==> config.mk <==
export PLATFORM = sky130hd
export DESIGN_NAME = csv_record_field_quoter
export DESIGN_NICKNAME = d
export VERILOG_FILES = /design/src/rtl/csvq_pkg.sv /design/src/rtl/csvq_front.sv /design/src/rtl/csvq_queue.sv /design/src/rtl/csvq_back.sv /design/src/rtl/csv_record_field_quoter.sv
export SDC_FILE = /design/constraint.sdc
export NUM_CORES = 1
export LEC_CHECK = 0
export BUFFER_PORTS_ARGS = -buffer_cell sky130_fd_sc_hd__buf_2
export CAP_MARGIN = 20
export CELL_PAD_IN_SITES_DETAIL_PLACEMENT = 0
export CELL_PAD_IN_SITES_GLOBAL_PLACEMENT = 1
export CORE_MARGIN = 5
export CORE_UTILIZATION = 51
export DETAILED_ROUTE_END_ITERATION = 12
export PLACE_DENSITY = 0.75
export SYNTH_ARGS = -nofsm -noshare
export SYNTH_HDL_FRONTEND = slang
export SYNTH_HIERARCHICAL = 1
export SYNTH_SLANG_ARGS = --single-unit
==> constraint.sdc <==
create_clock -name i_clk -period 3.72 [get_ports i_clk]
set_input_delay 0.186 -clock i_clk [delete_from_list [all_inputs] [get_ports i_clk]]
set_output_delay 0.186 -clock i_clk [all_outputs]
set_load 0.05 [all_outputs]
==> src/rtl/csvq_pkg.sv <==
package csvq_pkg;

    // count fields in the command word, wide enough for the largest capacity (31)
    localparam int CNT_W       = 5;
    localparam int QUEUE_DEPTH = 2;

    localparam logic [7:0] CH_QUOTE = 8'h22;
    localparam logic [7:0] CH_CR    = 8'h0d;
    localparam logic [7:0] CH_LF    = 8'h0a;

    // register indexes
    localparam logic [2:0] CFG_QUOTE_STYLE  = 3'd0;
    localparam logic [2:0] CFG_DELIM_LENGTH = 3'd1;
    localparam logic [2:0] CFG_DELIM_FIRST  = 3'd2;
    localparam logic [2:0] CFG_DELIM_SECOND = 3'd3;
    localparam logic [2:0] CFG_TERM_LENGTH  = 3'd4;
    localparam logic [2:0] CFG_TERM_FIRST   = 3'd5;
    localparam logic [2:0] CFG_TERM_SECOND  = 3'd6;

    // quoting styles
    localparam logic [1:0] STYLE_NONE    = 2'd0;
    localparam logic [1:0] STYLE_MINIMAL = 2'd1;
    localparam logic [1:0] STYLE_RFC     = 2'd2;
    localparam logic [1:0] STYLE_ALWAYS  = 2'd3;

    typedef struct packed {
        logic [1:0] quote_style;
        logic [1:0] delim_length;
        logic [7:0] delim_first;
        logic [7:0] delim_second;
        logic [1:0] term_length;
        logic [7:0] term_first;
        logic [7:0] term_second;
    } t_cfg;

    // one classified input word, front to back
    typedef struct packed {
        logic             wr;
        logic [CNT_W-1:0] wr_addr;
        logic [7:0]       wr_data;
        logic             flush;
        logic             emit_delim;
        logic             wrap;
        logic             dbl;
        logic             ovf;
        logic [CNT_W-1:0] cnt;
        logic             rec_end;
    } t_cmd;

    typedef enum logic [3:0] {
        S_IDLE   = 4'd0,
        S_DELIM1 = 4'd1,
        S_DELIM2 = 4'd2,
        S_OQUOTE = 4'd3,
        S_BODY   = 4'd4,
        S_DQUOTE = 4'd5,
        S_CQUOTE = 4'd6,
        S_TERM1  = 4'd7,
        S_TERM2  = 4'd8
    } t_bstate;

    // a length code of three acts as two
    function automatic logic [1:0] f_eff_len(input logic [1:0] len);
        return (len == 2'd3) ? 2'd2 : len;
    endfunction

endpackage

==> src/rtl/csvq_front.sv <==
module csvq_front #(
    parameter int FIELD_CAPACITY = 16
) (
    input  logic            i_clk,
    input  logic            i_rst_n,
    input  csvq_pkg::t_cfg  i_cfg,
    input  logic            i_valid,
    output logic            o_stall,
    input  logic [7:0]      i_data_byte,
    input  logic            i_has_byte,
    input  logic            i_field_end,
    input  logic            i_record_end,
    input  logic            i_full,
    output logic            o_push,
    output csvq_pkg::t_cmd  o_cmd
);
    import csvq_pkg::*;

    localparam int CW = $clog2(FIELD_CAPACITY + 1);

    logic [CW-1:0] r_count, n_count;
    logic          r_seen_quote, n_seen_quote;
    logic          r_seen_nl, n_seen_nl;
    logic          r_seen_delim, n_seen_delim;
    logic [7:0]    r_prev, n_prev;
    logic          r_first, n_first;
    logic          r_lost, n_lost;

    logic          load_ok;
    logic          q1, nl1, dm1, lost1;
    logic [CW-1:0] cnt1;
    logic [1:0]    dl;
    logic          accept;

    assign o_stall = i_full;
    assign accept  = i_valid && !i_full;
    assign o_push  = accept;

    always_comb begin
        dl      = f_eff_len(i_cfg.delim_length);
        load_ok = i_has_byte && (r_count < CW'(FIELD_CAPACITY));
        q1      = r_seen_quote | (load_ok && i_data_byte == CH_QUOTE);
        nl1     = r_seen_nl | (load_ok && (i_data_byte == CH_CR || i_data_byte == CH_LF));
        dm1     = r_seen_delim
                | (load_ok && dl == 2'd1 && i_data_byte == i_cfg.delim_first)
                | (load_ok && dl == 2'd2 && r_count != '0
                   && r_prev == i_cfg.delim_first && i_data_byte == i_cfg.delim_second);
        lost1   = r_lost | (i_has_byte && !load_ok);
        cnt1    = r_count + CW'(load_ok);

        o_cmd.wr         = load_ok;
        o_cmd.wr_addr    = CNT_W'(r_count);
        o_cmd.wr_data    = i_data_byte;
        o_cmd.flush      = i_field_end;
        o_cmd.emit_delim = !r_first;
        o_cmd.ovf        = i_field_end && lost1;
        o_cmd.cnt        = CNT_W'(cnt1);
        o_cmd.rec_end    = i_record_end;
        if (i_cfg.quote_style == STYLE_NONE) begin
            o_cmd.wrap = 1'b0;
            o_cmd.dbl  = 1'b0;
        end else begin
            o_cmd.wrap = (i_cfg.quote_style == STYLE_ALWAYS) | q1 | nl1 | dm1;
            o_cmd.dbl  = q1 && (i_cfg.quote_style >= STYLE_RFC);
        end

        n_count      = r_count;
        n_seen_quote = r_seen_quote;
        n_seen_nl    = r_seen_nl;
        n_seen_delim = r_seen_delim;
        n_prev       = r_prev;
        n_first      = r_first;
        n_lost       = r_lost;
        if (accept) begin
            if (i_field_end) begin
                n_count      = '0;
                n_seen_quote = 1'b0;
                n_seen_nl    = 1'b0;
                n_seen_delim = 1'b0;
                n_prev       = '0;
                n_lost       = 1'b0;
                n_first      = 1'b0;
            end else begin
                n_count      = cnt1;
                n_seen_quote = q1;
                n_seen_nl    = nl1;
                n_seen_delim = dm1;
                n_lost       = lost1;
                if (load_ok) begin
                    n_prev = i_data_byte;
                end
            end
            if (i_record_end) begin
                n_first = 1'b1;
            end
        end
    end

    always_ff @(posedge i_clk) begin
        if (!i_rst_n) begin
            r_count      <= '0;
            r_seen_quote <= 1'b0;
            r_seen_nl    <= 1'b0;
            r_seen_delim <= 1'b0;
            r_prev       <= '0;
            r_first      <= 1'b1;
            r_lost       <= 1'b0;
        end else begin
            r_count      <= n_count;
            r_seen_quote <= n_seen_quote;
            r_seen_nl    <= n_seen_nl;
            r_seen_delim <= n_seen_delim;
            r_prev       <= n_prev;
            r_first      <= n_first;
            r_lost       <= n_lost;
        end
    end

endmodule

==> src/rtl/csvq_queue.sv <==
module csvq_queue (
    input  logic           i_clk,
    input  logic           i_rst_n,
    input  logic           i_push,
    input  csvq_pkg::t_cmd i_data,
    output logic           o_full,
    input  logic           i_pop,
    output logic           o_empty,
    output csvq_pkg::t_cmd o_data
);
    import csvq_pkg::*;

    localparam int PW = $clog2(QUEUE_DEPTH);
    localparam int FW = $clog2(QUEUE_DEPTH + 1);

    t_cmd          r_mem [QUEUE_DEPTH];
    logic [PW-1:0] r_wp, r_rp;
    logic [FW-1:0] r_fill;

    assign o_full  = (r_fill == FW'(QUEUE_DEPTH));
    assign o_empty = (r_fill == '0);
    assign o_data  = r_mem[r_rp];

    function automatic logic [PW-1:0] f_inc(input logic [PW-1:0] p);
        return (p == PW'(QUEUE_DEPTH - 1)) ? '0 : p + PW'(1);
    endfunction

    always_ff @(posedge i_clk) begin
        if (!i_rst_n) begin
            r_wp   <= '0;
            r_rp   <= '0;
            r_fill <= '0;
        end else begin
            if (i_push) begin
                r_wp <= f_inc(r_wp);
            end
            if (i_pop) begin
                r_rp <= f_inc(r_rp);
            end
            if (i_push && !i_pop) begin
                r_fill <= r_fill + FW'(1);
            end else if (i_pop && !i_push) begin
                r_fill <= r_fill - FW'(1);
            end
        end
    end

    always_ff @(posedge i_clk) begin
        if (i_push) begin
            r_mem[r_wp] <= i_data;
        end
    end

endmodule

==> src/rtl/csvq_back.sv <==
module csvq_back #(
    parameter int FIELD_CAPACITY = 16
) (
    input  logic           i_clk,
    input  logic           i_rst_n,
    input  csvq_pkg::t_cfg i_cfg,
    input  logic           i_empty,
    input  csvq_pkg::t_cmd i_cmd,
    output logic           o_pop,
    output logic           o_valid,
    input  logic           i_stall,
    output logic [7:0]     o_out_byte,
    output logic           o_run_last,
    output logic [15:0]    o_record_bytes,
    output logic           o_overflowed
);
    import csvq_pkg::*;

    localparam int AW = $clog2(FIELD_CAPACITY);

    logic [7:0]    r_field [FIELD_CAPACITY];
    t_bstate       r_state, n_state, emit_next;
    t_cmd          r_cmd;
    logic [AW-1:0] r_idx;
    logic [15:0]   r_rec;
    logic [15:0]   rec_inc;

    logic          r_o_valid;
    logic [7:0]    r_o_byte;
    logic          r_o_last;
    logic [15:0]   r_o_rec;
    logic          r_o_ovf;

    logic [8:0]    en_new, en_cur;
    logic [7:0]    byte_rd;
    logic          is_dq, more, adv, emitting, last;
    logic [7:0]    e_byte;
    logic [15:0]   e_rec;

    function automatic logic [8:0] f_en(input t_cmd c, input t_cfg g);
        logic [8:0] e;
        logic [1:0] dl;
        logic [1:0] tl;
        dl          = f_eff_len(g.delim_length);
        tl          = f_eff_len(g.term_length);
        e           = '0;
        e[S_DELIM1] = c.flush && c.emit_delim && dl >= 2'd1;
        e[S_DELIM2] = c.flush && c.emit_delim && dl >= 2'd2;
        e[S_OQUOTE] = c.flush && c.wrap;
        e[S_BODY]   = c.flush && c.cnt != '0;
        e[S_CQUOTE] = c.flush && c.wrap;
        e[S_TERM1]  = c.rec_end && tl >= 2'd1;
        e[S_TERM2]  = c.rec_end && tl >= 2'd2;
        return e;
    endfunction

    // first enabled step at or after s
    function automatic t_bstate f_first(input t_bstate s, input logic [8:0] e);
        t_bstate res;
        res = S_IDLE;
        for (int k = 8; k >= 1; k--) begin
            if (k >= int'(s) && e[k]) begin
                res = t_bstate'(4'(k));
            end
        end
        return res;
    endfunction

    assign adv      = !r_o_valid || !i_stall;
    assign emitting = (r_state != S_IDLE);
    assign byte_rd  = r_field[r_idx];
    assign rec_inc  = (r_rec == 16'hffff) ? r_rec : r_rec + 16'd1;

    // step after the current one
    always_comb begin
        en_new    = f_en(i_cmd, i_cfg);
        en_cur    = f_en(r_cmd, i_cfg);
        is_dq     = r_cmd.dbl && byte_rd == CH_QUOTE;
        more      = (CNT_W'(r_idx) + CNT_W'(1)) < r_cmd.cnt;
        emit_next = S_IDLE;
        case (r_state)
            S_DELIM1: emit_next = f_first(S_DELIM2, en_cur);
            S_DELIM2: emit_next = f_first(S_OQUOTE, en_cur);
            S_OQUOTE: emit_next = f_first(S_BODY, en_cur);
            S_BODY: begin
                if (is_dq) begin
                    emit_next = S_DQUOTE;
                end else if (more) begin
                    emit_next = S_BODY;
                end else begin
                    emit_next = f_first(S_CQUOTE, en_cur);
                end
            end
            S_DQUOTE: emit_next = more ? S_BODY : f_first(S_CQUOTE, en_cur);
            S_CQUOTE: emit_next = f_first(S_TERM1, en_cur);
            S_TERM1:  emit_next = f_first(S_TERM2, en_cur);
            default:  emit_next = S_IDLE;
        endcase
    end

    // next state
    always_comb begin
        n_state = r_state;
        o_pop   = 1'b0;
        case (r_state)
            S_IDLE: begin
                if (!i_empty) begin
                    o_pop   = 1'b1;
                    n_state = f_first(S_DELIM1, en_new);
                end
            end
            default: begin
                if (adv) begin
                    n_state = emit_next;
                end
            end
        endcase
    end

    // outputs of the current step
    always_comb begin
        last = (emit_next == S_IDLE);
        case (r_state)
            S_DELIM1: e_byte = i_cfg.delim_first;
            S_DELIM2: e_byte = i_cfg.delim_second;
            S_OQUOTE, S_DQUOTE, S_CQUOTE: e_byte = CH_QUOTE;
            S_BODY:   e_byte = byte_rd;
            S_TERM1:  e_byte = i_cfg.term_first;
            S_TERM2:  e_byte = i_cfg.term_second;
            default:  e_byte = '0;
        endcase
        e_rec = ((r_state == S_TERM1 || r_state == S_TERM2) && last) ? rec_inc : '0;
    end

    always_ff @(posedge i_clk) begin
        if (!i_rst_n) begin
            r_state   <= S_IDLE;
            r_rec     <= '0;
            r_o_valid <= 1'b0;
            r_idx     <= '0;
        end else begin
            r_state <= n_state;
            if (o_pop) begin
                r_idx <= '0;
                if (n_state == S_IDLE && i_cmd.rec_end) begin
                    r_rec <= '0;
                end
            end
            if (emitting && adv) begin
                r_o_valid <= 1'b1;
                r_rec     <= (last && r_cmd.rec_end) ? '0 : rec_inc;
                if ((r_state == S_BODY && !is_dq) || r_state == S_DQUOTE) begin
                    r_idx <= r_idx + AW'(1);
                end
            end else if (!i_stall) begin
                r_o_valid <= 1'b0;
            end
        end
    end

    always_ff @(posedge i_clk) begin
        if (o_pop) begin
            r_cmd <= i_cmd;
        end
        if (o_pop && i_cmd.wr) begin
            r_field[i_cmd.wr_addr[AW-1:0]] <= i_cmd.wr_data;
        end
        if (emitting && adv) begin
            r_o_byte <= e_byte;
            r_o_last <= last;
            r_o_rec  <= e_rec;
            r_o_ovf  <= r_cmd.ovf;
        end
    end

    assign o_valid        = r_o_valid;
    assign o_out_byte     = r_o_byte;
    assign o_run_last     = r_o_last;
    assign o_record_bytes = r_o_rec;
    assign o_overflowed   = r_o_ovf;

endmodule

==> src/rtl/csv_record_field_quoter.sv <==
// csv record writer: field bytes come in one word at a time and CSV text goes out one
// byte per word. the front classifies each input word in its cycle of acceptance and
// puts one command into a two-entry queue, so it takes a new word every cycle while
// the queue has room. the back sequencer takes a command while idle and then emits its
// output bytes in order: for a field flush the delimiter bytes, the field bytes with quotes
// doubled where needed and, if the field is wrapped, an opening and a closing quote around
// them, then the terminator bytes at a record end. a word that only loads a byte passes
// the back through its idle state alone. the output register lets the back run ahead by
// one byte while the sink stalls. configuration writes are taken every cycle (ready is
// tied high) and must only happen while the block is idle.
module csv_record_field_quoter #(
    parameter int FIELD_CAPACITY = 16
) (
    input  logic        i_clk,
    input  logic        i_rst_n,
    // configuration write channel
    input  logic        i_cfg_valid,
    output logic        o_cfg_ready,
    input  logic [2:0]  i_cfg_index,
    input  logic [7:0]  i_cfg_data,
    // input channel
    input  logic        i_valid,
    output logic        o_stall,
    input  logic [7:0]  i_data_byte,
    input  logic        i_has_byte,
    input  logic        i_field_end,
    input  logic        i_record_end,
    // output channel
    output logic        o_valid,
    input  logic        i_stall,
    output logic [7:0]  o_out_byte,
    output logic        o_run_last,
    output logic [15:0] o_record_bytes,
    output logic        o_overflowed
);
    import csvq_pkg::*;

    // register values after reset: rfc4180 quoting, comma, line feed
    localparam logic [1:0] RST_QUOTE_STYLE  = STYLE_RFC;
    localparam logic [1:0] RST_DELIM_LENGTH = 2'd1;
    localparam logic [7:0] RST_DELIM_FIRST  = 8'd44;
    localparam logic [7:0] RST_DELIM_SECOND = 8'd0;
    localparam logic [1:0] RST_TERM_LENGTH  = 2'd1;
    localparam logic [7:0] RST_TERM_FIRST   = 8'd10;
    localparam logic [7:0] RST_TERM_SECOND  = 8'd0;

    t_cfg r_cfg;
    t_cmd push_cmd, head_cmd;
    logic push, pop, q_full, q_empty;

    assign o_cfg_ready = 1'b1;

    // configuration registers, unknown indexes are ignored
    always_ff @(posedge i_clk) begin
        if (!i_rst_n) begin
            r_cfg.quote_style  <= RST_QUOTE_STYLE;
            r_cfg.delim_length <= RST_DELIM_LENGTH;
            r_cfg.delim_first  <= RST_DELIM_FIRST;
            r_cfg.delim_second <= RST_DELIM_SECOND;
            r_cfg.term_length  <= RST_TERM_LENGTH;
            r_cfg.term_first   <= RST_TERM_FIRST;
            r_cfg.term_second  <= RST_TERM_SECOND;
        end else if (i_cfg_valid && o_cfg_ready) begin
            case (i_cfg_index)
                CFG_QUOTE_STYLE:  r_cfg.quote_style  <= i_cfg_data[1:0];
                CFG_DELIM_LENGTH: r_cfg.delim_length <= i_cfg_data[1:0];
                CFG_DELIM_FIRST:  r_cfg.delim_first  <= i_cfg_data;
                CFG_DELIM_SECOND: r_cfg.delim_second <= i_cfg_data;
                CFG_TERM_LENGTH:  r_cfg.term_length  <= i_cfg_data[1:0];
                CFG_TERM_FIRST:   r_cfg.term_first   <= i_cfg_data;
                CFG_TERM_SECOND:  r_cfg.term_second  <= i_cfg_data;
                default: ;
            endcase
        end
    end

    // front: field bookkeeping and quoting decision
    csvq_front #(
        .FIELD_CAPACITY(FIELD_CAPACITY)
    ) u_front (
        .i_clk        (i_clk),
        .i_rst_n      (i_rst_n),
        .i_cfg        (r_cfg),
        .i_valid      (i_valid),
        .o_stall      (o_stall),
        .i_data_byte  (i_data_byte),
        .i_has_byte   (i_has_byte),
        .i_field_end  (i_field_end),
        .i_record_end (i_record_end),
        .i_full       (q_full),
        .o_push       (push),
        .o_cmd        (push_cmd)
    );

    // command queue between the two halves
    csvq_queue u_queue (
        .i_clk   (i_clk),
        .i_rst_n (i_rst_n),
        .i_push  (push),
        .i_data  (push_cmd),
        .o_full  (q_full),
        .i_pop   (pop),
        .o_empty (q_empty),
        .o_data  (head_cmd)
    );

    // back: field buffer and byte sequencer
    csvq_back #(
        .FIELD_CAPACITY(FIELD_CAPACITY)
    ) u_back (
        .i_clk          (i_clk),
        .i_rst_n        (i_rst_n),
        .i_cfg          (r_cfg),
        .i_empty        (q_empty),
        .i_cmd          (head_cmd),
        .o_pop          (pop),
        .o_valid        (o_valid),
        .i_stall        (i_stall),
        .o_out_byte     (o_out_byte),
        .o_run_last     (o_run_last),
        .o_record_bytes (o_record_bytes),
        .o_overflowed   (o_overflowed)
    );

`ifndef ASSERT_OFF
    // the record count only rides on the closing byte of a run
    a_rec_on_last: assert property (@(posedge i_clk) disable iff (!i_rst_n)
        (o_valid && o_record_bytes != 16'd0) |-> o_run_last)
        else $error("record count outside the last byte of a run");

    // the loss flag is the same on every byte of one run
    a_ovf_steady: assert property (@(posedge i_clk) disable iff (!i_rst_n)
        (o_valid && !i_stall && !o_run_last) |=>
            (!o_valid || o_overflowed == $past(o_overflowed)))
        else $error("overflow flag changed within a run");

    // nothing is presented straight after reset
    a_reset_quiet: assert property (@(posedge i_clk)
        !i_rst_n |=> !o_valid)
        else $error("output word valid after reset");
`endif

endmodule
* Word level (Yosys, flattened, before mapping) *
Memories as Yosys holds them, arrays and structs flattened. A register that Yosys moved wholly into a read port is not among the register bits.
Index checks and enable logic that the tools add are counted.
W data, S select, Z words.

word-level totals
  register bits after elaboration = 122
  input bits = 27
  memory bits (read-only) = 0
  output and inout bits = 29
  word-level logic and storage cells = 214
  bits in writable memories = 178
  latch bits = 0
  memories = 2

operators by class
  multipliers = 0
  bitwise logic cells = 8
  div/mod/pow operators = 0
  reductions and logical operators = 73
  shift-type cells = 0
  add/sub/neg operators = 8
  magnitude comparators = 7
  equality and inequality tests = 29
  multiplexer cells = 55

memory list
  memory          depth  width  read ports  clocked after Yosys merged registers in  write ports  RTL line          RTL
  u_back.r_field  16     8      1           1                                        1            csvq_back.sv:21   logic [7:0] r_field [FIELD_CAPACITY];
  u_queue.r_mem   2      25     1           1                                        1            csvq_queue.sv:16  t_cmd r_mem [QUEUE_DEPTH];

operator list
  kind                     count
  $mux W4                  22
  $mux W16                 5
  $pmux W8 S6              1
  $logic_and A1 B1 Y1      35
  $pmux W4 S7              1
  $eq A8 B8 Y1             3
  $reduce_and A2 Y1        10
  $mux W1                  18
  $add A16 B1 Y16 const B  1
  $eq A16 B16 Y1 const B   1
  $eq A4 B3 Y1 const B     4
  $eq A8 B4 Y1 const B     2
  $eq A8 B6 Y1 const B     2
  $mux W8                  2
  $reduce_bool A5 Y1       3
  $logic_not A4 Y1         3
  $eq A2 B2 Y1 const B     5
  $mux W2                  5
  $reduce_bool A2 Y1       5
  $eq A3 B3 Y1 const B     3
  $eq A4 B2 Y1 const B     2
  $logic_not A1 Y1         8
  $or A1 B1 Y1             8
  $eq A3 B2 Y1 const B     2
  other kinds (21)         29

* Depth between registers and ports, before layout *
Gate-level depths: netlist (run 1).

  word-level depth = 17
  depth in mapped cells = 15
  mapped depth without buffers = 12

* Modules after synthesis *
Netlist (run 1), hierarchy kept.

by module, submodules not included
  module                   times used  seq. area each (µm²)  cells an instance  area each (µm²)
  csvq_back                1           5455.2                587                8316.7
  csvq_queue               1           1601.5                100                2021.9
  csv_record_field_quoter  1           760.7                 146                1500.2
  csvq_front               1           360.3                 138                1213.7

* Worst setup path before layout (run 1) *
No wires, ideal clock.

  path type = flip-flop to flip-flop
  from = register u_back.r_o_valid (netlist: u_back/o_valid)
  to = register u_back.r_rec[2]
  stages on the path, launching flop included = 8
  period minus slack after synthesis = 3.159 ns
  data required time = 3.603 ns
  setup time = 0.117 ns
  slack = 0.561 ns
  data arrival time = 3.042 ns
  buffers on the path = 2
  path through = dfxtp_1 -> and2_0 -> clkbuf_1 -> nor2_1 -> a31oi_1 -> and2_1 -> clkbuf_1 -> o22a_1

on the way
  word-level cells in the longest chain between the ends = 8
  elaborated cells between the ends (all ways) = 11
  classes of those cells = mux (3); reduce/logical (8)

RTL lines
  element                       RTL line          RTL
  from (decl)                   csvq_back.sv:28   logic r_o_valid;
  from (signal assigned)        csvq_back.sv:139  r_o_valid <= 1'b0;
  from (signal assigned)        csvq_back.sv:150  r_o_valid <= 1'b1;
  from (signal assigned)        csvq_back.sv:156  r_o_valid <= 1'b0;
  $logic_not A1 Y1 *            csvq_back.sv:69   assign adv = !r_o_valid || !i_stall;
  $logic_or A1 B1 Y1 *          csvq_back.sv:69
  $mux W4                       csvq_back.sv:113  if (adv) begin
  $mux W4                       csvq_back.sv:105  case (r_state)
  $logic_not A4 Y1              csvq_back.sv:145  if (n_state == S_IDLE && i_cmd.rec_end) begin
  $logic_and A1 B1 Y1           csvq_back.sv:145
  $reduce_bool A2 Y1 (no line)  n/a
  $reduce_and A2 Y1 (no line)   n/a
  to (signal assigned)          csvq_back.sv:151  r_rec <= (last && r_cmd.rec_end) ? '0 : rec_inc;
  to (decl)                     csvq_back.sv:25   logic [15:0] r_rec;

Every way passes the cells marked *; elsewhere a longest branch is shown, timed or not.
A chain may end at the register's enable or synchronous reset.

* Worst setup path after layout (run 1) *
  from = register u_back.r_idx[0]
  to = register u_back.r_o_rec[11] (netlist: u_back/o_record_bytes[11]) (data pin)

on the way
  word-level cells in the longest chain between the ends = 7

RTL lines
  element                 RTL line          RTL
  from (decl)             csvq_back.sv:24   logic [AW-1:0] r_idx;
  from (signal assigned)  csvq_back.sv:153  r_idx <= r_idx + AW'(1);
  $add A4 B1 Y5 *         csvq_back.sv:79   more = (CNT_W'(r_idx) + CNT_W'(1)) < r_cmd.cnt;
  $lt A5 B5 Y1 *          csvq_back.sv:79
  $mux W4 *               csvq_back.sv:88   end else if (more) begin
  $mux W4                 csvq_back.sv:86   if (is_dq) begin
  $pmux W4 S7 *           csvq_back.sv:81   case (r_state)
  $logic_not A4 Y1 *      csvq_back.sv:122  last = (emit_next == S_IDLE);
  $logic_and A1 B1 Y1 *   csvq_back.sv:132  e_rec = ((r_state == S_TERM1 || r_state == S_TERM2) && last) ? rec_inc : '0;
  to (signal assigned)    csvq_back.sv:171  r_o_rec <= e_rec;
  to (decl)               csvq_back.sv:31   logic [15:0] r_o_rec;

Marked as above.

==> results of run 1 <==
## metal layers
metal  track usage  routed length [um]
met1         0.297               13600
met4        0.0637                 828
met3        0.0252                1430
met2         0.299               12600
met5             0                   0
## sequential cells by signal, summed over array words and instances (netlist names), 2 cells and up, named ones only
| register | cells |
|---|---|
| u_back/o_out_byte | 8 |
| u_front/r_prev | 8 |
| u_queue/r_mem | 48 |
| u_back/o_record_bytes | 16 |
| u_queue/r_fill | 2 |
| r_cfg | 38 |
| u_back/r_idx | 4 |
| u_back/r_state | 4 |
| u_back/r_field | 128 |
| u_back/r_cmd | 11 |
| u_back/r_rec | 16 |
| u_front/r_count | 5 |
## worst min-delay path by stage
stage                                     to  slack [ns]  depth (start not counted)
2_1_floorplan      u_queue/r_wp$_SDFFE_PN0P_        0.30                          1
3_3_place_gp   u_queue/r_mem[0][0]$_DFFE_PP_        0.40                          1
3_5_place_dp   u_queue/r_mem[1][0]$_DFFE_PP_        0.40                          1
4_1_cts               r_cfg[22]$_SDFFE_PN0P_       0.009                          3
5_1_grt               r_cfg[14]$_SDFFE_PN0P_        0.04                          3
6_report              r_cfg[22]$_SDFFE_PN0P_        0.03                          3
## repair_timing
item	CTS	global route
hold buffers	17	0
setup endpoints to repair	0	2
resized for setup	0	1
endpoints found under the hold margin	39	0
## power groups by stage
stage                     logic [mW]  registers (mW)  clock network, mW
final                           2.55            4.37               2.85
after global routing            2.75            4.40               3.06
after CTS                       2.57            4.37               2.92
after detailed placement        2.54            4.44                  0
after global placement          2.53            4.43                  0
after floorplan                 1.29            4.90                  0
## worst reg2reg max path, cell delays in order, from the launching register on
cell	delay [ns]
dfxtp_2	0.35
buf_12	0.19
buf_4	0.23
mux4_2	0.55
a22o_1	0.21
a221oi_1	0.31
nand3_1	0.20
o41a_1	0.49
nor2_1	0.15
nand2_2	0.18
buf_12	0.22
a211oi_1	0.24
## through the flow
step / hold slack (ns) / power (mW) / worst slack [ns]
after floorplan: 0.304 / 6.19 / 0.561
after global placement: 0.403 / 6.96 / 0.310
after detailed placement: 0.403 / 6.98 / 0.200
after CTS: 0.00932 / 9.85 / 0.167
after global routing: 0.0428 / 10.2 / 0.0224
final: 0.0335 / 9.77 / 0.210
## placed cells by master, fill, tap and decap left out, types with 10 or more instances in the layout
cell	instances
nor4_1	10
buf_2	54
dlygate4sd3_1	17
edfxtp_1	213
nand2_1	94
mux4_2	28
clkinv_1	11
o21ai_0	20
dfxtp_1	85
a21oi_1	16
a22oi_1	37
inv_1	17
xor2_1	31
buf_4	38
mux2_2	24
mux2i_1	47
nor3_1	10
nand3_1	25
nor2_1	45
clkbuf_16	30
and2_1	12
nor2b_1	31
nand2b_1	13
a21o_1	10
## layout make-up
| class | instances | area share |
|---|---|---|
| inverter | 18 | 0.00456 |
| clock buffer | 35 | 0.0526 |
| sequential | 299 | 0.547 |
| multi-input combinational | 598 | 0.305 |
| clock inverter | 20 | 0.0101 |
| tap | 330 | 0.0278 |
| timing repair buffer | 112 | 0.0530 |
==> results list, run 1 <==
* Run status: finished, final reports clean
- Critical path, cell by cell: buf_12 -> buf_4 -> mux4_2 -> a22o_1 -> a221oi_1 -> nand3_1 -> o41a_1 -> nor2_1 -> nand2_2 -> buf_12 -> a211oi_1
- Pin placement for this block handled 56 I/O pins.
- CTS built an H-tree with a depth of 1.
- In this run the critical register-to-register path is captured at u_back/o_record_bytes[11]$_SDFFCE_PN0P_.
- In the final layout, the share of cells above drive strength 1 is 0.208.
- Number of antenna violations at the first check in global routing: 0
- Worst slew pin tran: 0.874 ns
- Together, buffers and inverters on the worst path number 3.
- Maximum number of pins on one net before global-route repair: 34
- Setup violations remaining at the end of the flow were counted as 0.
* Worst path slowest cell: mux4_2
- In this design, the largest share of critical-path delay is due to compound AO/OA/AOI/OAI gates.
- Startpoint type of the worst setup path: register
* Routed Wire Length: 28.4 mm
- The first global-routing pass estimated 44.1 mm of wire.
- Synthesis produced a netlist with a net count of ~1000.
- The startpoint identified for the worst hold timing path is i_cfg_data[4].
- Overall global routing resource usage: 0.196
* Mean number of vias per cell: 5.68
- CP Data Required Time: just over 4 ns
* First-iteration detailed-routing DRC count: 575
* PD cells: 659 nW/um^2
* Number of diodes added for antenna fixing: 0
- Maximum achievable frequency: 0.285 GHz
- Critical setup path kind: reg2reg
- In this run the clock root is driven by a clkbuf_16.
- The die covers 28700 um^2.
- The congestion estimate from routability-driven global placement came to roughly 0.85.
- Crit path capture type: register
* Sw power: 3.20 mW
- Share of the cycle needed by the critical path after routing: 0.943
* Hold Path Class: in2reg
- TritonCTS clock tree: yes
- Top cell by count, worst path: buf_12
- In this run the critical register-to-register path is launched from u_back/r_idx[0]$_SDFF_PN0_.
- RSZ-0062 raised after global routing: no
- Summing every instance area after synthesis gives roughly 13000 um^2.
* Rel. slew slack: 0.413
* IO Port Bufs: 54
- Internal power comes to 6.57 mW.
- Clock transition at path regs: 0.06 ns
* Post-route cell area: 14800 um^2
- Number of cells in the finished layout apart from fillers: between 1000 and 1500
* Final worst clock skew: 0.0187 ns
* Via count of the first global-routing pass: about 7800
- Of the total power, the share spent switching nets is 0.328.
- R2R cell count: 11
* Number of fill cells: about 2000
- Yosys printed 6 warnings.
- The tool flagged a number of max-cap violations equal to 0.
* Instance count on the critical path: 11
- Summing all placed instances gives a cell area of 13700 um^2.
* Arrival time at the worst endpoint: 3.87 ns
* Number of slew-limit violations in the final report: 0
- In this run the worst setup path begins at u_back/r_idx[0]$_SDFF_PN0_.
* Total core area: 25100 um^2
- Summed over all cells, the static leakage comes to around 5.2 nW.
- The smallest clock period supported by the final layout is computed as approximately 3.5 ns.
* Clock Sink Count: 299
- Detailed Routing Iterations Pass 1: 5
- For this run, the share of the core covered by cells in the final layout is 0.591.
- Peak supply drop: between 0.0003 and 0.0004 V
- Number of DRC violations after detailed routing: 0
- Relative to the synthesized area, the layout overhead comes to 14.3%.
* Wire length per cell after detailed routing: 20.1 um
- Setup slack on the worst reg-to-reg path comes out at roughly 0.21 ns.
- Summed negative setup slack over all endpoints: 0 ns
- Once the clock tree was built, the setup fixing pass inserted 0 buffers.
- Clock insertion delay at the later pin of the skew report: 0.56 ns
- Maximum number of buffers from clock root to sink: 3
* Number of placement rows: 58
* Floorplan die width: 170 um
- Initial Util: 0.517
- HPWL after detailed placement: about 20 mm
* Total clock buffers created by CTS: 30
* Die span in y: 170 um
* Number of nets in the finished design: about 1100
- The detailed router placed 8021 vias in this run.
- The count of endpoints failing hold in the final timing report is 0.
- The detail route stage leaves a number of antenna-violating nets equal to 0.
- In this run the worst path has a maximum fanout of 20.
* Average footprint of a synthesized cell: 13.4 um^2
* Gate count of the mapped netlist: between 900 and 1000
- The share of total power dissipated in sequential elements is 0.447.
* Power share of the clock group: 0.292
- The sequential cells in the finished layout cover a total of 8120 um^2.
- Of the total power, combinational logic draws 0.261.
- Worst setup endpoint: u_back/o_record_bytes[11]$_SDFFCE_PN0P_
* GRT Residual Overflow: 0
* Biggest cell delay along the critical path: 0.55 ns
- After detailed placement, the design holds a cell count of between 1000 and 1500.
- The multi-input combinational cells in the finished layout cover a total of 4520 um^2.
No activity file was read; power rests on OpenSTA's default activity.
==> run 2: changes to the inputs <==
Settings changed: PLACE_DENSITY 0.75 to default, PLACE_DENSITY_LB_ADDON from default to 0.12, SETUP_SLACK_MARGIN from default to 0.3.
Clock period 3.72 ns to 3.4 ns, I/O delays scaled along.
==> run 2 against run 1 <==
  * Global-route usage grew 0.52 points
  * Sequential cell count unchanged
  * Largest power group unchanged
  * Clock-buffer cell count increased by 1
  * Clock power grew 11%
  * Highest routed layer unchanged
  * Via count is 2.2% higher
  * Die area unchanged
  * Critical path depth grew 2
  * Sequential power grew 8.9%
  * Largest cell class unchanged
  * Cell area grew 4.2%
  * Register-to-register slack worse by 0.04 ns
  * Utilization grew 2.5 points
==> results list, run 2 (synthesis gave the netlist of run 1 again) <==
* Total core area: between 20000 and 30000 um^2
* Clock Sink Count: 299
- In the final layout, the share of cells above drive strength 1 is 0.265.
- Rel. slew slack: 0.385
* Final critical path time including I/O delays and setup: 3.23 ns
- Maximum achievable frequency: 0.310 GHz
* Number of nets in the finished design: 1129
- In this run the power density over the cells is 733 nW/um^2.
- The library cell used most frequently in the layout, excluding fill and tap cells, is edfxtp_1.
- Setup repair after global routing could not meet its margin everywhere.
- Terminus of the critical flop-to-flop path: u_back/r_rec[6]$_SDFFE_PN0P_
* Number of antenna violations at the first check in global routing: 0
- In the layout the commonest cells are 213 x edfxtp_1, 93 x nand2_1, 83 x dfxtp_1, 55 x buf_4, 54 x buf_2.
* Detailed Routing Iterations Pass 1: 5
- Clock transition at path regs: 0.06 ns
- Via count: 8195
* First-pass GRT wire length: 45.7 mm
- IO Port Bufs: 54
- Die span in y: 170 um
* Worst slew pin tran: slightly above 0.9 ns
- Initial Util: 0.517
- For hold timing, the worst endpoint is r_cfg[37]$_SDFFE_PN1P_.
* Synth-to-layout area growth: 19.0%
- 0 antenna diodes ended up in the layout.
* I/O pins: 56
- The worst hold path passes through 3 cells.
* Via count of the first global-routing pass: between 7000 and 8000
* Reg-to-reg setup timing slack: 0.17 ns
- For this run, design rule violations remaining after detail routing come to 0.
- Global placer's final weighted congestion: 0.819
- Of all nets on the critical path, the largest fanout is 7.
* Reported leakage power: roughly 5.5 nW
- Peak supply drop: approximately 0.0006 V
- The tool flagged a number of max-cap violations equal to 0.
* Number of slew-limit violations in the final report: 0
* Summed negative setup slack over all endpoints: 0 ns
- The root buffer cell chosen for the clock tree is clkbuf_16.
* Hold_sp: i_cfg_index[0]
- Share of the cycle needed by the critical path after routing: 0.950
* Crit path capture type: register
- TritonCTS clock tree: yes
- Critical setup path kind: reg2reg
- Data on the critical path is required at its endpoint by between 3 and 4 ns.
- Post-route cell area: 15400 um^2
* Endpoints failing hold: 0
* Floorplan die width: between 150 and 200 um
* Detail Route Antenna Nets: 0
- Arrival time at the worst endpoint: 3.68 ns
- After the first detailed-routing iteration, the DRC count stood at 734.
- Overall global routing resource usage: 0.202
- Floorplan die area: roughly 29000 um^2
- GRT Residual Overflow: 0
- Once placement finished, the instance area stood at roughly 14000 um^2.
* Routed Wire Length: 29.3 mm
- Clock insertion delay at the later pin of the skew report: 0.56 ns
* Final setup violating endpoints: 0
- HPWL after detailed placement: 20.0 mm
- Total clock buffers created by CTS: 31
- R2R cell count: 13
* Mean number of vias per cell: 5.66
- The startpoint identified for the worst register-to-register timing path is u_back/r_idx[0]$_SDFF_PN0_.
- Counting the fill cells in the layout gives 1992.
* H-Tree Depth: 1
* Maximum number of pins on one net before global-route repair: 53
* Number of placement rows: between 50 and 60
* Wire length per cell after detailed routing: 20.2 um
- Maximum number of buffers from clock root to sink: 3
- The register with the most flip-flops in the layout has 128 of them.
- Startpoint type of the worst setup path: register
* Run status: finished, final reports clean
- Final worst clock skew: 0.0110 ns
- Hold Path Class: in2reg
run 2: cell types whose count changed in the layout (fill, tap and decap cells not counted), sizes merged:
cell,change
bufinv,-1
clkinv,-4
clkbuf,+2
clkinvlp,+5
inv,+2
buf,+31
dlygate4sd3,+1
run 2: worst max-delay path by stage:
| stage | cells after the start | to | start |
|---|---|---|---|
| after floorplan | 12 | u_back/o_record_bytes[6]$_SDFFCE_PN0P_ | u_back/r_idx[0]$_SDFF_PN0_ |
| after global placement | 11 | u_back/o_record_bytes[14]$_SDFFCE_PN0P_ | u_back/r_idx[0]$_SDFF_PN0_ |
| after detailed placement | 11 | u_back/o_record_bytes[14]$_SDFFCE_PN0P_ | u_back/r_idx[0]$_SDFF_PN0_ |
| after CTS | 13 | u_back/r_rec[3]$_SDFFE_PN0P_ | u_back/r_idx[0]$_SDFF_PN0_ |
| after global routing | 12 | u_back/r_rec[4]$_SDFFE_PN0P_ | u_back/r_idx[0]$_SDFF_PN0_ |
| final | 13 | u_back/r_rec[6]$_SDFFE_PN0P_ | u_back/r_idx[0]$_SDFF_PN0_ |
run 2: timing repair:
action / in CTS / in global routing
resized for setup: 35 / 29
buffers inserted: 8 / 6
endpoints found under the setup margin: 33 / 34
cloned: 2 / 1
pin swaps: 25 / 9
hold endpoints to repair: 46 / 0
hold buffers: 18 / 0
run 2: cell type report:
type,count,area [um^2],area share
clock buffer,36,805,0.0521
clock inverter,22,153,0.00988
inverter,18,67.6,0.00437
multi-input combinational,598,4730,0.306
sequential,299,8120,0.526
tap,330,413,0.0267
timing repair buffer,145,1160,0.0751
run 2: worst max-delay path, stage by stage, from the launching register on:
cell      delay, ns
dfxtp_4        0.41
buf_8          0.14
mux4_2         0.54
a22oi_2        0.21
nand2_2        0.10
nor4_2         0.29
buf_4          0.16
nand3_2        0.08
o41a_1         0.37
buf_6          0.15
o211ai_4       0.30
buf_6          0.17
a21oi_2        0.03
a21o_1         0.15
run 2: per-layer routing:
layer  up-vias  track usage  part of all wire
li1       3895            -                 -
met1      4052        0.306              0.47
met2       202        0.315              0.46
met3        46       0.0263             0.051
met4         0       0.0455             0.019
met5         -            0                 0
run 2: where the power goes:
group / internal, mW / switching, mW
combinational: 1.22 / 2.18
sequential: 4.57 / 0.192
clock: 1.77 / 1.40
total: 7.56 / 3.77
run 2: stage by stage:
| step | hold slack [ns] | instances | setup slack (ns) | utilization | total power, mW |
|---|---|---|---|---|---|
| finish | 0.0330 | 1448 | 0.171 | 0.615 | 11.3 |
| CTS | 0.00610 | 1441 | 0.169 | 0.607 | 11.3 |
| global route | 0.0346 | 1448 | 0.0917 | 0.615 | 11.8 |
| global placement | 0.383 | 1355 | 0.0964 | 0.551 | 7.71 |
| detailed placement | 0.385 | 1355 | 0.0322 | 0.551 | 7.73 |
| floorplan | 0.288 | 968 | 0.340 | - | 6.77 |
